==> config.mk <==
export PLATFORM = sky130hd
export DESIGN_NAME = fbct_match
export DESIGN_NICKNAME = d
export VERILOG_FILES = /design/src/sv/fbct_pkg.sv /design/src/sv/fbct_match.sv
export SDC_FILE = /design/constraint.sdc
export NUM_CORES = 1
export LEC_CHECK = 0
export BUFFER_PORTS_ARGS = -buffer_cell sky130_fd_sc_hd__buf_2
export CORE_MARGIN = 5
export CORE_UTILIZATION = 44
export DETAILED_ROUTE_END_ITERATION = 10
export PLACE_DENSITY = 0.85
export SETUP_SLACK_MARGIN = 0.3
export SLEW_MARGIN = 30
export SYNTH_ARGS = -nofsm -noshare
export SYNTH_HDL_FRONTEND = slang
export SYNTH_SLANG_ARGS = --single-unit
==> constraint.sdc <==
create_clock -name vclk -period 1.5
set_input_delay 0 -clock vclk [all_inputs]
set_output_delay 0 -clock vclk [all_outputs]
set_load 0.03 [all_outputs]
==> src/sv/fbct_pkg.sv <==
// Shared types and constants of the FIFO block cache tag store.
package fbct_pkg;

    // Fixed field widths of the stream payloads.
    localparam int FILE_PORT_W    = 8;
    localparam int BLOCK_W        = 18;
    localparam int CLUSTER_PORT_W = 32;
    localparam int SLOT_W         = 8;
    localparam int DROP_W         = 9;
    localparam int S_TDATA_W      = 80;
    localparam int M_TDATA_W      = 56;

    // Request kinds carried in s_tuser.
    typedef enum logic [1:0] {
        MODE_READ   = 2'd0,
        MODE_WRITE  = 2'd1,
        MODE_DROP   = 2'd2,
        MODE_IGNORE = 2'd3
    } mode_t;

    // Compare outcome for one tag entry against the current request.
    typedef struct packed {
        logic access_hit;
        logic drop_hit;
    } fbct_match_t;

endpackage

==> src/sv/fbct_match.sv <==
// Tag comparator: checks one stored entry against a lookup or a drop range.
module fbct_match
    import fbct_pkg::*;
#(
    parameter int FILE_ID_BITS = 8
) (
    input  logic                        entry_valid,
    input  logic [FILE_ID_BITS-1:0]     entry_file,
    input  logic [BLOCK_W-1:0]          entry_block,
    input  logic [FILE_ID_BITS-1:0]     req_file,
    input  logic [BLOCK_W-1:0]          req_block,
    input  logic [BLOCK_W-1:0]          req_high,
    output fbct_match_t                 match
);

    logic same_file;

    // A valid entry of the same file is a candidate for both checks.
    assign same_file = entry_valid && (entry_file == req_file);

    // Exact block for lookups; half-open range (low, high] for drops.
    always_comb begin
        match.access_hit = same_file && (entry_block == req_block);
        match.drop_hit   = same_file && (entry_block > req_block) &&
                           (entry_block <= req_high);
    end

endmodule

# After elaboration in Yosys (flattened, before gate mapping)
# Cells that the tools add are included.
[word_totals] reg_bits=0 input_bits=71 memories=0 rom_bits=0 latchBits=0 ramBits=0
[classes] order_cmp=2 n_div=0 mux=0 shift=0 reduce_logical=4 addsub=0 n_bitwise=0 n_eq_ne=2 multipliers=0
[op_table] cell="18-bit equality test" n=1
[op_table] cell="18-bit greater-than comparator" n=1
[op_table] cell="18-bit <= comparator" n=1
[op_table] cell="8-bit equality test" n=1
[op_table] cell="1-bit logical AND" n=4

# Longest topological paths before layout
# Gate-level depths: netlist (run 1).
[depth] depth_word=4 mapped_depth=7 mapped_depth_nobuf=7

# Worst setup path after synthesis (run 1)
# No wires, ideal clock.
[synth_path] kind="input-to-output" from="input req_high[5]" to="output match[0] (netlist name)" arrival_ns=1.870 n_path_buf=0 slack_ns=-0.370 stages=7 t_required_ns=1.500 path_cell_list="inv_1 > ha_1 > and4_4 > and4_4 > a221oi_1 > o211ai_1 > a221oi_1"
[synth_rtl] element="start: declaration" line="fbct_match.sv:12" rtl="input logic [BLOCK_W-1:0] req_high,"
[synth_rtl] element="end: declaration" line="fbct_match.sv:13" rtl="output fbct_match_t match"

==> impl_metrics.ini, run 1 <==
[run_status]
status = finished with violations
violations = negative setup slack

[pwr]
swShare_pct = 47.31
powerDensity_nw_per_um2 = 298.9
clkPwrFrac_pct = 0
combPwrFrac_pct = 100.0
pwr-share-seq_pct = 0
power.internal_uw = 328.1
power_switching_uw = 294.6
static-leakage-power_uw = 0.001028
peakVddDrop_v = 0.0002569

[sta]
fin_ws_ns = -0.1982
worstMarginPinSlew_ns = 0.4789
post-route-period-util_pct = 113.2
setup_violations = 2
fmax_mhz = 588.9
finalHoldViolCount = 0
rsz0062_at_grt = true
slew_violations = 0
slew-limit-headroom_pct = 67.78
min_period_ns = 1.698

[critical_path]
worst-endpoint-required_ns = 1.50
cp_max_fo = 2
cp-end-kind = primary output
crit_arrival_ns = 1.70
path_class = primary input to primary output
startpoint_type = primary input

[synthesis]
ys_top_cells_by_area = ha_1, inv_1, a21oi_1
synth_nets = 244
synth-seq-area-share_pct = 0
syn_avg_cell_area_um2 = 7.553
netlist-cell-type-count = 24
synth_top_area_cell = ha_1
yosysWarnings = 0
yosysTopAreaCellShare_pct = 43.53
synth_area_um2 = 1035
netlist_instances = 137

[grt]
grt_antenna_before_repair = 0
grt_pass1_wl_um = 7134
track_usage_pct = 27.10
gr-total-overflow = 0
grt_pass1_vias = 1636
grt_max_degree = 4

[finish]
n_clock_buffer = 0
drive_gt1_share_pct = 65.78
synthToLayoutAreaGrowth_pct = 101.3
nets = 334
post-route-util_pct = 93.28
multi_input_area_um2 = 1292
n_fill_cell = 80
seq_cells = 0
regArea_um2 = 0
n_antenna_cell = 0

[floorplanning]
num_io_pins = 73
die_w_um = 58.50
dieArea_um2 = 3422
die_h_um = 58.50
start_util_pct = 46.33
design.core.area_um2 = 2233
rows = 17

[clock_network]
hold_buffers = 0

[routing]
drt_iter0_drc = 74
via_per_inst = 6.087
first_pass_iters = 4
wirelength_um = 5692
drc = 0
ant_nets = 0
wire_per_inst_um = 22.50
vias = 1540

[placement]
port_buffers = 73
dp_hpwl_um = 3097
gp_congestion = 0.8724
dpl_worst_slack_ns = -0.2760

[flow_run]
cap_violations = 0

[min_path]
holdCritPathClass = primary input to primary output
[what timing repair did]
item,CTS,global route
endpoints found under the hold margin,0,0
resized for setup,47,15
gates cloned,0,0
setup endpoints to repair,2,2
pin swaps,18,2
setup buffers,2,0
[worst max-delay path: stages]
cell and delay (ns):
buf_2 0.09, inv_1 0.07, ha_1 0.35, buf_4 0.14
a21oi_1 0.10, a21boi_0 0.36, o31ai_2 0.13, a221oi_4 0.29
buf_6 0.17
[placed cells by master, fill, tap and decap left out, drive strengths merged, types with 3 or more instances in the layout]
cell type	n
buf	88
nand3	9
a21o	4
nor2	3
inv	36
xor2	3
ha	36
nand2	6
and4	5
a221oi	3
a21oi	11
xnor2	5
nand4	6
[layer usage]
metal  track usage (%)  vias to the layer above  wire length (µm)
met3             3.728                       44               415
met1             25.45                      714              1966
li1                  -                      662                 -
met5                 0                        -                 0
met4             15.56                        0               457
met2             54.39                      120              2852
[cells in the mapped netlist, types with 3 or more instances]
cell type  count
inv_1         36
ha_1          36
nand3_1        9
xnor2_1        5
a21o_1         4
xor2_1         3
a221oi_1       3
nand2_1        6
nor2_1         3
and4_1         3
nand4_1        3
a21oi_1       11
[worst paths after layout]
path	start	to	slack, ns	cells after the start
max	req_block[8]	match[0]	-0.20	9
min	entry_valid	match[1]	0.39	4
[cell type report]
class                           instances  area share (%)
Multi-Input combinational cell        101           62.04
Inverter                               36           7.688
Timing Repair Buffer                   88           28.59
Tap cell                               28           1.682
[power groups by stage]
stage / registers, µW / clock network [µW] / logic (µW)
floorplan: 0 / 0 / 232
global placement: 0 / 0 / 417
detailed placement: 0 / 0 / 443
finish: 0 / 0 / 623
global route: 0 / 0 / 664
CTS: 0 / 0 / 517
[logic make-up (layout without fill, tap and decap cells)]
logic type      Yosys count  count (layout)  synth area share, %
compound gates           25              25                15.60
xor+xnor                  8               8                6.772
fa+ha+maj                36              36                43.53
buf+inv                  36             124                13.06
simple gates             32              32                21.04
[metrics by stage]
step | instance area, µm² | cells | hold slack (ns) | power (µW) | setup TNS [ns]
global placement | 1757 | 251 | 0.3986 | 416.9 | -0.3025
global route | 2083 | 253 | 0.4020 | 663.6 | -0.4051
CTS | 1989 | 253 | 0.3793 | 516.7 | -0.09654
finish | 2083 | 253 | 0.3908 | 622.7 | -0.2190
detailed placement | 1757 | 251 | 0.4032 | 442.7 | -0.4075
floorplan | 1259 | 137 | 0.1609 | 231.9 | 0
Power figures use the tool's default switching activity.
==> inputs of run 2 (changes only) <==
--- a/config.mk
+++ b/config.mk
@@ -10,7 +10,6 @@
 export CORE_UTILIZATION = 44
 export DETAILED_ROUTE_END_ITERATION = 10
 export PLACE_DENSITY = 0.85
-export SETUP_SLACK_MARGIN = 0.3
 export SLEW_MARGIN = 30
 export SYNTH_ARGS = -nofsm -noshare
 export SYNTH_HDL_FRONTEND = slang
==> run 2 against run 1 <==
Effect of this change:
- the flow still finishes with violations (negative setup slack)
- non-clock buffer count is 3 lower
- largest cell class unchanged
- wire length down 28%
- die area did not move
- highest routed layer unchanged
- power shrank 16%
==> impl_metrics.ini, run 2 (synthesized netlist as in run 1, its figures left out) <==
[finish]
layout_commonest_cell = buf_2
mostFrequentLayoutCells = buf_2, inv_1, ha_1
regArea_um2 = 0
post-route-util_pct = 85.10
n_clock_buffer = 0
drive_gt1_share_pct = 58.56
nets = 331
final_area_um2 = 1901
seq_cells = 0
synthToLayoutAreaGrowth_pct = 83.68
n_fill_cell = 115
n_antenna_cell = 0

[critical_path]
critical_path.startpoint = entry_block[4]
cp-end-kind = primary output
path_class = primary input to primary output
crit_chain = buf_4 -> ha_1 -> nand4_1 -> nor4_4 -> o21a_1 -> a2111oi_2 -> a221oi_4 -> buf_6
path_buf_inv = 2
crit_arrival_ns = 1.69
max_stage_delay_ns = 0.35
critPathSlowestCell = nor4_4
crit_family = compound AO/OA/AOI/OAI gates
startpoint_type = primary input
cp_max_fo = 2
worst-endpoint-required_ns = 1.50

[min_path]
holdPathStages = 4
hold_end = match[1]
holdCritPathClass = primary input to primary output
min_from = entry_valid

[grt]
grt_max_degree = 4
grt_antenna_before_repair = 0
grtUsageMet3_pct = 2.412
grt_pass1_vias = 1456
top_usage_layer = met2
track_usage_pct = 20.60
gr-usage-met2_pct = 42.58
grt_pass1_wl_um = 5775
gr-total-overflow = 0
use_met1_pct = 21.43

[placement]
dp_hpwl_um = 2880
gp_congestion = 0.7848
dpl_worst_slack_ns = -0.2997
port_buffers = 73
dpl-instance-area_um2 = 1541

[routing]
vias = 1349
drc = 0
wire_per_inst_um = 16.49
wirelength_um = 4123
ant_nets = 0
drt_iter0_drc = 32
via_per_inst = 5.396
first_pass_iters = 4

[sta]
setup_violations = 1
fmax_mhz = 591.0
worstMarginPinSlew_ns = 0.4485
fin_ws_ns = -0.1922
hold_slack_ns = 0.3664
post-route-period-util_pct = 112.8
slew-limit-headroom_pct = 69.82
rsz0062_at_grt = true
min_period_ns = 1.692
finalHoldViolCount = 0
slew_violations = 0

[run_status]
status = finished with violations
violations = negative setup slack

[floorplanning]
die_w_um = 58.50
dieArea_um2 = 3422
rows = 17
num_io_pins = 73
start_util_pct = 46.33
die_h_um = 58.50
design.core.area_um2 = 2233

[clock_network]
hold_buffers = 0

[pwr]
p_total_uw = 522.9
peakVddDrop_v = 0.0002135
static-leakage-power_uw = 0.001005
powerDensity_nw_per_um2 = 275.1

[flow_run]
cap_violations = 0
## run 2: cell types whose count changed in the layout (fill, tap and decap cells not counted), sizes merged
cell and change:
buf -3
## run 2: per-layer routing
| layer | wire [µm] | share of wire (%) |
|---|---|---|
| met5 | 0 | 0 |
| met4 | 160 | 3.9 |
| met3 | 340 | 8.2 |
| met2 | 2188 | 53 |
| met1 | 1434 | 35 |
## run 2: worst max path at each step
| stage | to | slack [ns] | depth (start not counted) |
|---|---|---|---|
| 5_1_grt | match[0] | -0.23 | 9 |
| 2_1_floorplan | match[0] | 0.01 | 7 |
| 3_5_place_dp | match[0] | -0.30 | 8 |
| 6_report | match[0] | -0.19 | 8 |
| 4_1_cts | match[0] | -0.15 | 9 |
| 3_3_place_gp | match[0] | -0.25 | 8 |
## run 2: power by group
group / switching, µW / internal, µW / total, µW
Combinational: 243 / 280 / 523
Clock: 0 / 0 / 0
Sequential: 0 / 0 / 0
Total: 243 / 280 / 523
## run 2: area by class of cell
cell class	count	area [µm²]	area share, %
tap	28	35.03	1.843
inverter	36	152.6	8.032
multi-input combinational	101	1176	61.88
timing repair buffer	85	536.8	28.24
## run 2: repair_timing
| item | CTS | global route |
|---|---|---|
| buffers inserted | 1 | 0 |
| endpoints found under the setup margin | 1 | 2 |
| pin swaps | 15 | 11 |
| endpoints found under the hold margin | 0 | 0 |
| resized for setup | 45 | 21 |
## run 2: per-stage QoR
stage          instances  setup TNS (ns)
3_5_place_dp         249         -0.2997
3_3_place_gp         249         -0.2527
2_1_floorplan        137               0
6_report             250         -0.1922
4_1_cts              250         -0.1459
5_1_grt              250         -0.2281
==> inputs of run 3 (changes only) <==
==> constraint.sdc (replaced) <==
create_clock -name vclk -period 1.5
set_input_delay 0 -clock vclk [all_inputs]
set_output_delay 0 -clock vclk [all_outputs]
set_load 0.05 [all_outputs]
==> run 3 against run 2 <==
Effect of this change:
- non-clock buffer count is 5 higher
- first-iteration DRC count grew to 4.6 times the previous value
- combinational power is 36% higher
- die area stayed put
- the run still ends with negative setup slack left
- via count is 27% higher
- critical endpoint unchanged
- largest power group unchanged
- critical path depth is 1 higher
- fmax is 11% lower
- flip-flop and latch count stayed put
- final area is 13% higher
- core utilization is 11 points higher
- final cell count is 2.0% higher
- worst setup slack worse by 0.21 ns
==> impl_metrics.ini, run 3 (synthesized netlist as in run 1, its figures left out) <==
[grt]
gr-total-overflow = 0
grt_antenna_before_repair = 0
grt_max_degree = 4
grt_pass1_vias = 1698
track_usage_pct = 31.42
grt_pass1_wl_um = 8183

[flow_run]
cap_violations = 0

[pwr]
static-leakage-power_uw = 0.001048
powerDensity_nw_per_um2 = 329.6
peakVddDrop_v = 0.0002677

[critical_path]
critPathSlowestCell = a221oi_2
path_class = primary input to primary output
cp-end-kind = primary output
crit_arrival_ns = 1.90
startpoint_type = primary input
crit_chain = buf_6 -> inv_2 -> ha_4 -> and4_4 -> and4_4 -> a221oi_2 -> o211ai_1 -> a221oi_4 -> buf_6
crit_family = compound AO/OA/AOI/OAI gates
max_stage_delay_ns = 0.36
cp_max_fo = 2
path_buf_inv = 3
worst-endpoint-required_ns = 1.50

[routing]
vias = 1710
via_per_inst = 6.706
drt_iter0_drc = 148
drc = 0
wirelength_um = 7168
ant_nets = 0
first_pass_iters = 5
wire_per_inst_um = 28.11

[finish]
regArea_um2 = 0
n_antenna_cell = 0
drive_gt1_share_pct = 68.72
mostFrequentLayoutCells = buf_2, ha_4, buf_4
nets = 336
layout_commonest_cell = buf_2
post-route-util_pct = 96.36
seq_cells = 0
n_clock_buffer = 0
n_fill_cell = 49
multi_input_area_um2 = 1334
synthToLayoutAreaGrowth_pct = 108.0

[run_status]
status = finished with violations
violations = negative setup slack

[min_path]
holdCritPathClass = primary input to primary output
holdPathStages = 4
hold_end = match[1]
min_from = entry_valid

[floorplanning]
die_h_um = 58.50
start_util_pct = 46.33
design.core.area_um2 = 2233
num_io_pins = 73
rows = 17
dieArea_um2 = 3422
die_w_um = 58.50

[sta]
fmax_mhz = 525.5
slew_violations = 0
fin_ws_ns = -0.4030
post-route-period-util_pct = 126.9
rsz0062_at_grt = true
worstMarginPinSlew_ns = 0.5616
hold_slack_ns = 0.4688
setup_violations = 1
slew-limit-headroom_pct = 62.24
finalHoldViolCount = 0
min_period_ns = 1.903

[placement]
dp_hpwl_um = 3061
gp_congestion = 0.8440
dpl_worst_slack_ns = -0.3158
port_buffers = 73

[clock_network]
hold_buffers = 0
[run 3: changes by cell type in the layout (fill, tap and decap cells not counted), moves of 5 or more]
cell and delta:
inv_2 +8, buf_6 +5, inv_1 -7, ha_1 -11, ha_4 +11, buf_2 -8, buf_4 +5
[run 3: how the worst max path moves through the flow]
stage,startpoint,to,slack [ns],depth (start not counted)
2_1_floorplan,entry_block[16],match[0],-0.07,6
3_3_place_gp,entry_block[13],match[0],-0.30,8
3_5_place_dp,entry_block[13],match[0],-0.32,8
4_1_cts,entry_block[5],match[0],-0.1,8
5_1_grt,entry_block[16],match[0],-0.55,9
6_report,req_high[12],match[0],-0.40,9
[run 3: repair_timing]
| action | CTS | global route |
|---|---|---|
| endpoints found under the setup margin | 2 | 2 |
| resized for setup | 50 | 23 |
| buffers inserted | 3 | 2 |
| pin swaps | 23 | 13 |
[run 3: metrics by stage]
step / cells / TNS (ns) / cell area [µm²] / power (µW)
after CTS: 253 / -0.09876 / 2067 / 556.3
after global routing: 255 / -0.6375 / 2152 / 755.6
after floorplan: 137 / -0.07384 / 1254 / 231.9
final: 255 / -0.4030 / 2152 / 709.3
after detailed placement: 250 / -0.3258 / 1744 / 451.9
after global placement: 250 / -0.3019 / 1744 / 422.1
[run 3: layer usage]
metal / track usage, % / wire length (µm) / up-vias
li1: - / - / 663
met1: 30.91 / 2223 / 777
met2: 61.08 / 3407 / 186
met3: 6.140 / 790 / 84
met4: 15.89 / 747 / 0
met5: 0 / 0 / -
[run 3: layout make-up]
class | count | share of cell area (%)
well taps | 28 | 1.628
repair buffers | 90 | 29.19
inverters | 36 | 7.209
multi-input cells | 101 | 61.98
[run 3: power by group]
group	internal (µW)	switching [µW]	leakage, µW	total (µW)
logic	367	342	0.00105	709
clock network	0	0	0	0
registers	0	0	0	0
total	367	342	0.00105	709
[run 3: worst min-delay path, stage by stage]
cell and delay, ns:
buf_2 0.11, nand3_1 0.11, nor2_2 0.04, clkbuf_4 0.20
